File: src/rtl/assert_macros.svh
// Assertion macros shared by the scorer RTL.
// Expects clk_i and rst_ni in the scope where a macro is used.
`ifndef ASSERT_MACROS_SVH
`define ASSERT_MACROS_SVH
`ifndef SYNTHESIS
// Checked while out of reset.
`define SBLS_ASSERT(lbl, prop, msg) \
  lbl: assert property (@(posedge clk_i) disable iff (!rst_ni) prop) else $error(msg);
// Checked at every edge, reset included.
`define SBLS_ASSERT_RST(lbl, prop, msg) \
  lbl: assert property (@(posedge clk_i) prop) else $error(msg);
`else
`define SBLS_ASSERT(lbl, prop, msg)
`define SBLS_ASSERT_RST(lbl, prop, msg)
`endif
`endif

File: src/rtl/sbls_pkg.sv
// Shared types and fixed widths of the sparse bilinear latent scorer.
// No dependencies; imported by the controller, the datapath and the top level.
package sbls_pkg;

  localparam int REQ_W      = 2;
  localparam int FEAT_W     = 12;
  localparam int POS_W      = 4;
  localparam int VAL_W      = 16;
  localparam int CFG_ADDR_W = 2;
  localparam int CFG_DATA_W = 13;
  localparam int DIM_W      = 5;
  localparam int LIN_BITS   = 32;
  localparam int FRAC_BITS  = 11;
  localparam int SCORE_BITS = 48;

  localparam logic [CFG_ADDR_W-1:0] CFG_NUM_AD   = 2'd0;
  localparam logic [CFG_ADDR_W-1:0] CFG_NUM_USER = 2'd1;
  localparam logic [CFG_ADDR_W-1:0] CFG_LAT_DIM  = 2'd2;

  localparam logic [DIM_W-1:0] LAT_DIM_RST = 5'd8;

  typedef enum logic [REQ_W-1:0] {
    REQ_WR_LIN = 2'd0,
    REQ_WR_LAT = 2'd1,
    REQ_FEAT   = 2'd2,
    REQ_END    = 2'd3
  } req_e;

  typedef enum logic [2:0] {
    S_IDLE,
    S_LIN,
    S_ROW,
    S_DRAIN,
    S_SETUP,
    S_DOT,
    S_DOT_WAIT,
    S_EMIT
  } ctrl_state_e;

  typedef struct packed {
    logic wr_lin;
    logic wr_lat;
    logic latch_feat;
    logic lin_rd;
    logic lat_rd;
    logic clr_cnt;
    logic inc_cnt;
    logic acc_init;
    logic mul_en;
    logic emit;
  } dp_cmd_t;

  typedef struct packed {
    logic lat_hit;
    logic n_zero;
    logic cnt_last;
    logic last;
  } dp_status_t;

endpackage

File: src/rtl/sbls_ctrl.sv
// Sequencing controller of the scorer: accepts items and steps the datapath.
// Depends on sbls_pkg and assert_macros.svh.
`include "assert_macros.svh"
module sbls_ctrl (
  input  logic                        clk_i,
  input  logic                        rst_ni,
  input  logic                        start_i,
  input  logic [sbls_pkg::REQ_W-1:0]  req_type_i,
  input  sbls_pkg::dp_status_t        status_i,
  output sbls_pkg::dp_cmd_t           cmd_o,
  output logic                        busy_o
);
  import sbls_pkg::*;

  ctrl_state_e state_q, state_d;
  req_e        req;

  assign req = req_e'(req_type_i);

  always_ff @(posedge clk_i or negedge rst_ni) begin
    if (!rst_ni) begin
      state_q <= S_IDLE;
    end else begin
      state_q <= state_d;
    end
  end

  always_comb begin
    state_d = state_q;
    case (state_q)
      S_IDLE: begin
        if (start_i && req == REQ_FEAT) begin
          state_d = S_LIN;
        end else if (start_i && req == REQ_END) begin
          state_d = S_SETUP;
        end
      end
      S_LIN: begin
        state_d = (status_i.lat_hit && !status_i.n_zero) ? S_ROW : S_DRAIN;
      end
      S_ROW: begin
        if (status_i.cnt_last) begin
          state_d = S_DRAIN;
        end
      end
      S_DRAIN: begin
        state_d = status_i.last ? S_SETUP : S_IDLE;
      end
      S_SETUP: begin
        state_d = status_i.n_zero ? S_DOT_WAIT : S_DOT;
      end
      S_DOT: begin
        if (status_i.cnt_last) begin
          state_d = S_DOT_WAIT;
        end
      end
      S_DOT_WAIT: begin
        state_d = S_EMIT;
      end
      S_EMIT: begin
        state_d = S_IDLE;
      end
      default: begin
        state_d = S_IDLE;
      end
    endcase
  end

  always_comb begin
    cmd_o = '0;
    case (state_q)
      S_IDLE: begin
        cmd_o.wr_lin     = start_i && req == REQ_WR_LIN;
        cmd_o.wr_lat     = start_i && req == REQ_WR_LAT;
        cmd_o.latch_feat = start_i && req == REQ_FEAT;
      end
      S_LIN: begin
        cmd_o.lin_rd  = 1'b1;
        cmd_o.clr_cnt = 1'b1;
      end
      S_ROW: begin
        cmd_o.lat_rd  = 1'b1;
        cmd_o.inc_cnt = 1'b1;
      end
      S_SETUP: begin
        cmd_o.acc_init = 1'b1;
        cmd_o.clr_cnt  = 1'b1;
      end
      S_DOT: begin
        cmd_o.mul_en  = 1'b1;
        cmd_o.inc_cnt = 1'b1;
      end
      S_EMIT: begin
        cmd_o.emit = 1'b1;
      end
      default: begin
        cmd_o = '0;
      end
    endcase
  end

  assign busy_o = (state_q != S_IDLE);

  `SBLS_ASSERT(a_emit_entry, state_q == S_EMIT |-> $past(state_q) == S_DOT_WAIT, "emit not after dot drain")
  `SBLS_ASSERT(a_row_hit, state_q == S_ROW |-> (status_i.lat_hit && !status_i.n_zero), "row walk without latent row")
  `SBLS_ASSERT(a_setup_entry, state_q == S_SETUP |-> ($past(state_q) == S_IDLE || $past(state_q) == S_DRAIN), "bad entry into score setup")

endmodule

File: config.mk
export PLATFORM = sky130hd
export DESIGN_NAME = sbls_ctrl
export DESIGN_NICKNAME = d
export VERILOG_FILES = /design/src/rtl/sbls_pkg.sv /design/src/rtl/sbls_ctrl.sv
export VERILOG_INCLUDE_DIRS = /design/src /design/src/rtl
export SDC_FILE = /design/constraint.sdc
export NUM_CORES = 1
export LEC_CHECK = 0
export ABC_AREA = 1
export BUFFER_PORTS_ARGS = -buffer_cell sky130_fd_sc_hd__buf_2
export CORE_AREA = 4 4 41 43
export DETAILED_ROUTE_END_ITERATION = 8
export DIE_AREA = 0 0 45 47
export SYNTH_ARGS = -nofsm -noshare
export SYNTH_HDL_FRONTEND = slang
export SYNTH_SLANG_ARGS = --single-unit
File: constraint.sdc
create_clock -name clk_i -period 1.8 [get_ports clk_i]
set_input_delay 0.09 -clock clk_i [delete_from_list [all_inputs] [get_ports clk_i]]
set_output_delay 0.09 -clock clk_i [all_outputs]
set_load 0.005 [all_outputs]
---- Word level (Yosys, flattened, before mapping) ----
Cells that the tools add are included.
cells by class
  equal/unequal tests ..................... 13
  muxes and demuxes ....................... 16
  reduce and logical (&&, ||, !) cells .... 12
operators by type and width
  cell                count
  $pmux 3 s8          1
  $mux 3              6
  $eq 3x3->1 const B  4
  $mux 1              8
  $eq 3x2->1 const B  2
  $logic_and 1x1->1   5
  $eq 2x2->1 const B  2
  $ne 2x2->1 const B  2
  $reduce_or 2->1     2
  $eq 3x1->1 const B  1
  $logic_not 3->1     1
  $ne 3x3->1 const B  1
  $reduce_and 3->1    1
  $reduce_bool 3->1   1
  $eq 2x1->1 const B  1
  $logic_not 2->1     1
  $mux 2              1
  $logic_not 1->1     1
storage, ports and cells
  bits in registers ....................... 3
  input port bits ......................... 9
  output and inout port bits .............. 11
  logic and storage cells ................. 42

---- Depth between registers and ports, before layout ----
Gate-level depths: netlist of run 1.
  word-level depth ........................ 5
  mapped depth ............................ 7
  gate-level depth less buffers ........... 7

---- Worst setup path after synthesis of run 1 ----
OpenSTA, ideal clock, no wires.
  path kind ............................... register to register
  from .................................... register state_q[1]
  to ...................................... register state_q[0]
  data arrival time ....................... 0.951 ns
  required time ........................... 1.683 ns
  path slack .............................. 0.733 ns
  stages on the path, launching flop included .. 7
  path buffers ............................ 0
  period minus slack after synthesis ...... 1.067 ns
  path through ............................ dfrtp_1 nor2_4 nand2_4 nor2_2 a21oi_4 nand2_1 nand2_1
between the ends
  word-level cells in the longest chain between the ends .. 3
  elaborated cells between the ends (all ways) .. 13
  those cells by class .................... 10 x eq/ne; 1 x mux; 2 x reduce/logical
RTL lines
  what                                                       line             text
  start, declared                                            sbls_ctrl.sv:15  ctrl_state_e state_q, state_d;
  start signal, assigned                                     sbls_ctrl.sv:24  state_q <= state_d;
  $eq 3x2->1 (tied with other cells)                         sbls_ctrl.sv:30  case (state_q)
  $ne 2x2->1 (no line) / $ne 3x3->1 (equally long branches)  -
  $reduce_and 3->1 (no line)                                 -
Parallel ways exist; a longest one is shown, timed or not.
A chain may end at the register's enable or synchronous reset.

==> metrics.yaml, run 1 <==
yosysSeqAreaShare: 0.213
grt_pass1_wl_mm: 1.33
cts-resized-gates: 0
swShare: 0.508
drv_cap: 0
dp_hpwl_um: 719
die_h_um: 47
seqPwrFrac: 0.215
combPwrFrac: 0.637
grt_use_total: 0.0862
io_pins: 20
dp.cells: 92
skew_ps: 5.17
synthAdderAreaFrac: 0
grt_start_max_net_pins: 7
drc: 0
tightest_slew_ps: 251
regMostFlops: "state_q"
synth_simple_gate_area_frac: 0.518
path_max_fanout: 5
grt_pass1_vias: 344
gp_congestion: 0.691
antenna_found_initial: 0
critical_path.max_stage_delay_ps: 450
final_common_cell: "buf_2"
mostFrequentLayoutCells: "buf_2, nand2_1, inv_1"
drive_gt1_frac: 0.463
syn_avg_cell_area_sq_um: 6.08
clock_latency_ps: 230
htreeDepth: 1
critPathSlowestCell: "dfrtp_1"
synth-seq-cells: 3
wl_met3_um: 88
finish.net_count: 92
die_area_sq_um: 2120
path_clk_slew_ps: 40
grt_setup_unrepaired: "false"
finalMaxSlewViolations: 0
post-cts-setup-buffers: 0
met1_length_um: 369
cp.arrival_ps: 1280
wl_per_cell_um: 8.36
cts_buffer_depth: 2
via_count: 406
initial_core_util: 0.271
synth_cell_types: 15
drt_iter0_drc: 3
critPathKind: "flop to output pin"
place_ws_ps: 671
hold_violations: 0
wl_met2_um: 340
endpoint_kind: "output pin"
switchingPower_w: 0.000404
path_cells: "nor2_4 > nand2_4 > nor4_1 > buf_2"
postCtsHoldBufs: 1
syn_area_sq_um: 353
topRoutingLayerUsed: "met4"
fmax_mhz: 732
p_leak_nw: 0.342
synth_compound_area_frac: 0.0887
synth-xor-area-share: 0
grt.overflow.total: 0
relSlewSlack: 0.833
largest_reg_flops: 3
numCtsBuffers: 3
syn_to_final_growth_pct: 42.6
io_buffer_count: 19
p_per_area_nw_per_um2: 1580
cts_root_buffer: "clkbuf_4"
viasPerCell: 4.19
syn_nets: 67
period_share: 0.759
cts.sinks: 3
drtAntennaViolNets: 0
layout.cells.non_filler: 97
hold_class: "primary input to flop"
worst_ep_required_time_ps: 1710
fin_ws_ps: 433
p_int_w: 0.000390
drt_wl_total_um: 811
clkPwrFrac: 0.148
cp-start-kind: "flop"
cts_tree: "yes"
dr.pass1.iters: 2
reg_top3: "state_q x3"
outcome: "finished clean"
post-route-min-period_ps: 1370
synth_top_family_by_area: "simple AND/OR/NAND/NOR gates"
finalSetupTns_ps: 0
yosys_warnings: 0
core_area_sq_um: 1300
synthCells: 58
die_w_um: 45
vdd.ir_drop.worst_uv: 638
row_count: 13
setup_viol_count_final: 0
p_total_w: 0.000794
diodes: 0
synth_mux_area_frac: 0
[metrics by stage]
stage	hold WS [ps]	area, sq um	util
2_1_floorplan	-206	353	-
3_3_place_gp	-115	467	0.359
3_5_place_dp	-113	467	0.359
4_1_cts	133	503	0.387
5_1_grt	137	503	0.387
6_report	133	503	0.387
[critical path: cells and delay by family, from the launching register on]
| kind | cells | cell delay (ps) |
|---|---|---|
| AND/OR/NAND/NOR | 3 | 440 |
| flip-flops | 1 | 450 |
| buffers and inverters | 1 | 150 |
[kinds of logic after synthesis]
family          after synthesis
compound gates                4
simple gates                 34
buf+inv                      17
flops                         3
[cell type report]
| type | count | area [sq um] |
|---|---|---|
| Clock buffer | 4 | 26.3 |
| Fill cell | 151 | 798 |
| Inverter | 17 | 63.8 |
| Multi-Input combinational cell | 38 | 214 |
| Sequential cell | 3 | 75.1 |
| Tap cell | 15 | 18.8 |
| Timing Repair Buffer | 20 | 105 |
[final timing paths]
check / from / endpoint / slack (ps) / cells past startpoint
max reg2reg: state_q[1] / state_q[2] / 670 / 6
max in group asynchronous: rst_ni / state_q[2] / 1520 / 2
min in group asynchronous: rst_ni / state_q[0] / 170 / 2
min reg2reg: state_q[2] / state_q[1] / 730 / 4
max: state_q[1] / cmd_o[9] / 430 / 4
min: status_i[1] / state_q[1] / 130 / 4
[per-layer routing]
layer	up-vias	track usage
met5	-	0
met4	0	0.0351
met3	2	0.0307
met2	17	0.133
met1	164	0.110
li1	223	-
[cell usage after synthesis, drive strengths merged]
cell type | instances | share of area
inv | 17 | 0.18
nor2 | 6 | 0.092
nor4 | 2 | 0.035
dfrtp | 3 | 0.21
a21oi | 2 | 0.060
nand2 | 18 | 0.23
o21ai | 2 | 0.028
nand3 | 8 | 0.16
[power by group through the flow]
stage / clock, W / sequential (W) / combinational, W
final: 0.000117 / 0.000171 / 0.000506
after global routing: 0.000129 / 0.000177 / 0.000587
after CTS: 0.000121 / 0.000171 / 0.000516
after detailed placement: 0 / 0.000172 / 0.000512
after global placement: 0 / 0.000170 / 0.000510
after floorplan: 0 / 0.000162 / 0.000365
Note: power is estimated with default switching activity, not from simulation.
==> inputs of run 2 (changes only) <==
==> constraint.sdc (replaced) <==
create_clock -name clk_i -period 1.13 [get_ports clk_i]
set_input_delay 0.0565 -clock clk_i [delete_from_list [all_inputs] [get_ports clk_i]]
set_output_delay 0.0565 -clock clk_i [all_outputs]
set_load 0.005 [all_outputs]
==> metrics.yaml, run 2 (synthesized netlist as in run 1, its figures left out) <==
p_per_area_nw_per_um2: 2760  # +75%
viasPerCell: 4.37  # +4.3%
nFillCells: 129  # -15%
drt_wl_total_mm: 1.11  # +37%
gp_congestion: 0.734  # +6.1%
layout.cells.non_filler: 109  # +12%
die_w_um: 45  # unchanged
fmax_mhz: 786
hold_class: "primary input to flop"
drv_cap: 0  # unchanged
path_cells: "nor2_4 > nand2_4 > nor4_2 > buf_2"
endpoint_kind: "output pin"
via_count: 476  # +17%
grt_pass1_vias: 486  # +41%
dp_hpwl_um: 792  # +10%
path_max_fanout: 4  # -1
grt_setup_unrepaired: "true"
regMostFlops: "state_q"
largest_reg_flops: 3  # unchanged
critical_path.max_stage_delay_ps: 430  # -20 ps
outcome: "complete, but fails checks"
place_ws_ps: -2.18  # -674 ps
cts_tree: "yes"
p_leak_nw: 0.411  # +20%
dr.pass1.iters: 2  # unchanged
io_pins: 20  # unchanged
hold_ws_ps: 87.7  # -45.5 ps
initial_core_util: 0.271  # unchanged
row_count: 13  # unchanged
grt_pass1_wl_mm: 1.85  # +39%
drc: 0  # unchanged
diodes: 0  # unchanged
finish.net_count: 104  # +13%
antenna_found_initial: 0  # unchanged
final_common_cell: "buf_2"
drtAntennaViolNets: 0  # unchanged
vdd.ir_drop.worst_uv: 1340  # +110%
drive_gt1_frac: 0.670  # +0.207
grt_start_max_net_pins: 6  # -1
clock_latency_ps: 240  # about the same
period_share: 1.13
fin_ws_ps: -143  # -576 ps
cts_root_buffer: "clkbuf_4"
grt_use_total: 0.122  # +0.0355
wl_per_cell_um: 10.2  # +22%
cts.sinks: 3  # unchanged
relSlewSlack: 0.864  # +0.0309
finalMaxSlewViolations: 0  # unchanged
critPathKind: "flop to output pin"
critPathSlowestCell: "dfrtp_2"
die_area_sq_um: 2120  # unchanged
grt.overflow.total: 0  # unchanged
cts_buffer_depth: 2  # unchanged
numCtsBuffers: 3  # unchanged
post-route-min-period_ps: 1270
io_buffer_count: 19  # unchanged
hold_violations: 0  # unchanged
dp.cells: 93  # +1.1%
tightest_slew_ps: 203  # -48.5 ps
cp.arrival_ps: 1220  # -60 ps
violations: "negative setup slack"
worst_ep_required_time_ps: 1070  # -640 ps
syn_to_final_growth_pct: 99.3
drt_iter0_drc: 5  # +2
path_clk_slew_ps: 30  # about the same
htreeDepth: 1  # unchanged
reg_top3: "state_q x3"
core_area_sq_um: 1300  # unchanged
cp-start-kind: "flop"
skew_ps: 5.48  # +0.311 ps
setup_viol_count_final: 14  # +14
mostFrequentLayoutCells: "buf_2, nand2_1, buf_4"
die_h_um: 47  # unchanged
-- run 2: cell type report --
type	instances	area, sq um	share of cell area
clock buffer	4	26.3	0.0374
inverter	17	73.8	0.105
multi-input combinational	38	275	0.391
sequential	3	77.6	0.110
tap	15	18.8	0.0267
timing repair buffer	32	231	0.329
-- run 2: final timing paths --
path                                   from  depth (start not counted)         end  slack [ps]
worst min register to register   state_q[2]                          5  state_q[2]         750
min in group asynchronous            rst_ni                          2  state_q[2]         150
worst max-delay path             state_q[1]                          4    cmd_o[9]        -140
worst min-delay path            status_i[1]                          4  state_q[1]          90
worst max register to register   state_q[1]                          9  state_q[2]         -80
max in group asynchronous            rst_ni                          2  state_q[1]         860
-- run 2: metal layers --
layer | share of wire | GRT usage | wire (um)
met3 | 0.067 | 0.0307 | 75
met5 | 0 | 0 | 0
met2 | 0.54 | 0.212 | 599
met4 | 0 | 0.0702 | 0
met1 | 0.39 | 0.134 | 437
-- run 2: what timing repair did --
action / in CTS / in global routing
gates resized for setup: 15 / 13
setup buffers: 9 / 2
hold endpoints to repair: 3 / 0
endpoints found under the setup margin: 14 / 14
pin swaps: 3 / 2
hold buffers: 1 / 0
-- run 2: metrics by stage --
stage          power (W)  TNS [ps]   util  area (sq um)
6_report         0.00194     -1140  0.540           703
5_1_grt          0.00210     -1830  0.540           703
4_1_cts          0.00172     -1040  0.493           642
3_5_place_dp     0.00112     -2.18  0.364           474
3_3_place_gp     0.00112     -8.50  0.364           474
2_1_floorplan   0.000840         0      -           353
-- run 2: critical path, delay by kind of cell (launching register included) --
family,cells,cell delay [ps]
flip-flops,1,430
AND/OR/NAND/NOR,3,410
buffers and inverters,1,150
-- run 2: where the power goes --
| part | switching, W | internal, W | leakage (nW) |
|---|---|---|---|
| Combinational | 0.000765 | 0.000746 | 0.362 |
| Sequential | 0.0000631 | 0.000173 | 0.0342 |
| Clock | 0.0000604 | 0.000133 | 0.0150 |
==> inputs of run 3 (changes only) <==
--- a/config.mk
+++ b/config.mk
@@ -6,7 +6,6 @@
 export SDC_FILE = /design/constraint.sdc
 export NUM_CORES = 1
 export LEC_CHECK = 0
-export ABC_AREA = 1
 export BUFFER_PORTS_ARGS = -buffer_cell sky130_fd_sc_hd__buf_2
 export CORE_AREA = 4 4 41 43
 export DETAILED_ROUTE_END_ITERATION = 8
@@ -14,3 +13,4 @@
 export SYNTH_ARGS = -nofsm -noshare
 export SYNTH_HDL_FRONTEND = slang
 export SYNTH_SLANG_ARGS = --single-unit
+export TNS_END_PERCENT = 5
==> metrics.yaml, run 3 <==
synth-seq-cells: 3  # unchanged
multi_input_area_sq_um: 238  # -14%
antenna_found_initial: 0  # unchanged
ys_top_cells_by_count: "nor2_1, nand2_1, buf_2, dfrtp_1"
cts_root_buffer: "clkbuf_4"
hold_depth: 2  # -2
cts.sinks: 3  # unchanged
critPathKind: "flop to output pin"
syn_avg_cell_area_sq_um: 7.75  # +27%
clock_latency_ps: 220  # -20 ps
largest_reg_flops: 3  # unchanged
path_max_fanout: 4  # unchanged
p_per_area_nw_per_um2: 2550  # -7.8%
final_common_cell: "buf_2"
gp_congestion: 0.793  # +8.1%
drt_wl_total_um: 834  # -25%
via_count: 388  # -18%
hold_violations: 0  # unchanged
synthFlopType: "dfrtp_1"
synth_edf_count: 0  # unchanged
regMostFlops: "state_q"
nFillCells: 146  # +13%
rr_startpoint: "state_q[0]"
die_area_sq_um: 2120  # unchanged
fin_ws_ps: -283  # -140 ps
io_buffer_count: 19  # unchanged
finish.net_count: 76  # -27%
cp.arrival_ps: 1360  # +140 ps
relSlewSlack: 0.818  # -0.0459
grt_pass1_vias: 304  # -37%
p_total_w: 0.00126  # -35%
synth_cell_types: 24  # +9
dr.pass1.iters: 3  # +1
hold_class: "primary input to flop"
wl_per_cell_um: 10.3  # +0.93%
drt_iter0_drc: 9  # +4
regToRegEndpoint: "state_q[0]"
grt.overflow.total: 0  # unchanged
outcome: "complete, but fails checks"
cts_tree: "yes"
cts_buffer_depth: 2  # unchanged
finalMaxSlewViolations: 0  # unchanged
row_count: 13  # unchanged
synth-async-reset-ratio: 1.00  # unchanged
grt_use_total: 0.0800  # -0.0418
setup_viol_count_final: 10  # -4
skew_ps: 0.970  # -4.51 ps
drtAntennaViolNets: 0  # unchanged
final_area_sq_um: 497  # -29%
post-cts-setup-buffers: 0  # -9
synthCells: 42  # -28%
tightest_slew_ps: 273  # +70.0 ps
worst_ep_required_time_ps: 1070  # about the same
p_leak_nw: 0.252  # -39%
grt_pass1_wl_mm: 1.24  # -33%
postPlaceCellArea_sq_um: 447  # -5.8%
period_share: 1.25  # +0.124
grt_setup_unrepaired: "true"
regArea_sq_um: 75.1  # -3.2%
synth_area_leaders: "dfrtp_1, nor4b_4, nor2_1"
yosysSeqAreaShare: 0.231  # +0.0180
r2r_cells: 4  # -5
syn_to_final_growth_pct: 52.7
dp_hpwl_um: 674  # -15%
cp-start-kind: "flop"
violations: "negative setup slack"
yosys_warnings: 0  # unchanged
hp-start: "status_i[1]"
syn_nets: 51  # -24%
numCtsBuffers: 3  # unchanged
rrSetupSlack_ps: 0  # +80 ps
holdPathEnd: "state_q[0]"
grt_start_max_net_pins: 16  # +10
die_h_um: 47  # unchanged
reg_top3: "state_q x3"
drv_cap: 0  # unchanged
vdd.ir_drop.worst_uv: 998  # -26%
core_area_sq_um: 1300  # unchanged
post-route-min-period_ps: 1410  # +140 ps
synth.most_common_cell: "nor2_1"
io_pins: 20  # unchanged
mostFrequentLayoutCells: "buf_2, nor2_1, nand2_1"
yosysTopAreaCell: "dfrtp_1"
endpoint_kind: "output pin"
syn_area_sq_um: 325  # -7.8%
viasPerCell: 4.79  # +9.7%
htreeDepth: 1  # unchanged
fmax_mhz: 708  # -9.9%
path_clk_slew_ps: 30  # about the same
drive_gt1_frac: 0.455  # -0.216
drc: 0  # unchanged
yosysTopAreaCellShare: 0.231  # +0.0180
initial_core_util: 0.250  # -0.0212
diodes: 0  # unchanged
die_w_um: 45  # unchanged
run 3: repair_timing:
item                                    in CTS  in global routing
pin swaps                                    0                  1
gates resized for setup                      1                  2
hold buffers                                 1                  0
hold endpoints to repair                     3                  0
endpoints found under the setup margin      11                 13
run 3: final cells by class:
cell class,instances,area share
Timing Repair Buffer,23,0.264
Tap cell,15,0.0378
Sequential cell,3,0.151
Inverter,2,0.0151
Clock buffer,4,0.0529
Multi-Input combinational cell,34,0.479
run 3: kinds of logic after synthesis:
logic type / share of synthesized area
and+or+nand+nor: 0.477
buffers and inverters: 0.0692
DFF: 0.231
AOI/OAI and AO/OA: 0.196
xor gates and xnor gates: 0.0269
run 3: how the worst max path moves through the flow:
stage / startpoint / end / slack [ps] / cells after the start
2_1_floorplan: state_q[1] / cmd_o[8] / 20 / 2
3_3_place_gp: state_q[1] / cmd_o[8] / -40 / 3
3_5_place_dp: state_q[1] / cmd_o[8] / -60 / 3
4_1_cts: state_q[1] / cmd_o[8] / -290 / 3
5_1_grt: state_q[0] / cmd_o[8] / -330 / 3
6_report: state_q[1] / cmd_o[8] / -280 / 3
run 3: through the flow:
| step | hold WS [ps] | TNS, ps | setup WS [ps] | utilization | std cells |
|---|---|---|---|---|---|
| 6_report | 58.0 | -1130 | -283 | 0.382 | 81 |
| 4_1_cts | 53.7 | -1270 | -295 | 0.374 | 81 |
| 5_1_grt | 61.9 | -2060 | -330 | 0.382 | 81 |
| 2_1_floorplan | -239 | 0 | 23.4 | - | 42 |
| 3_3_place_gp | -143 | -37.2 | -37.2 | 0.343 | 76 |
| 3_5_place_dp | -143 | -60.5 | -56.6 | 0.343 | 76 |
run 3: metal layers:
layer / wire (um) / share of wire / GRT usage
met5: 0 / 0 / 0
met4: 0 / 0 / 0
met3: 80 / 0.096 / 0.0345
met2: 381 / 0.46 / 0.130
met1: 372 / 0.45 / 0.105
run 3: worst max-delay path: stages (launching register included):
cell and delay (ps):
dfrtp_1 360, or3_4 420, nor4b_4 200, buf_2 140
run 3: report_power, final:
group | total, W | leakage [nW] | internal [W] | switching (W)
clock network | 0.000179 | 0.0150 | 0.000132 | 0.0000470
logic | 0.000882 | 0.202 | 0.000435 | 0.000447
registers | 0.000204 | 0.0352 | 0.000168 | 0.0000360
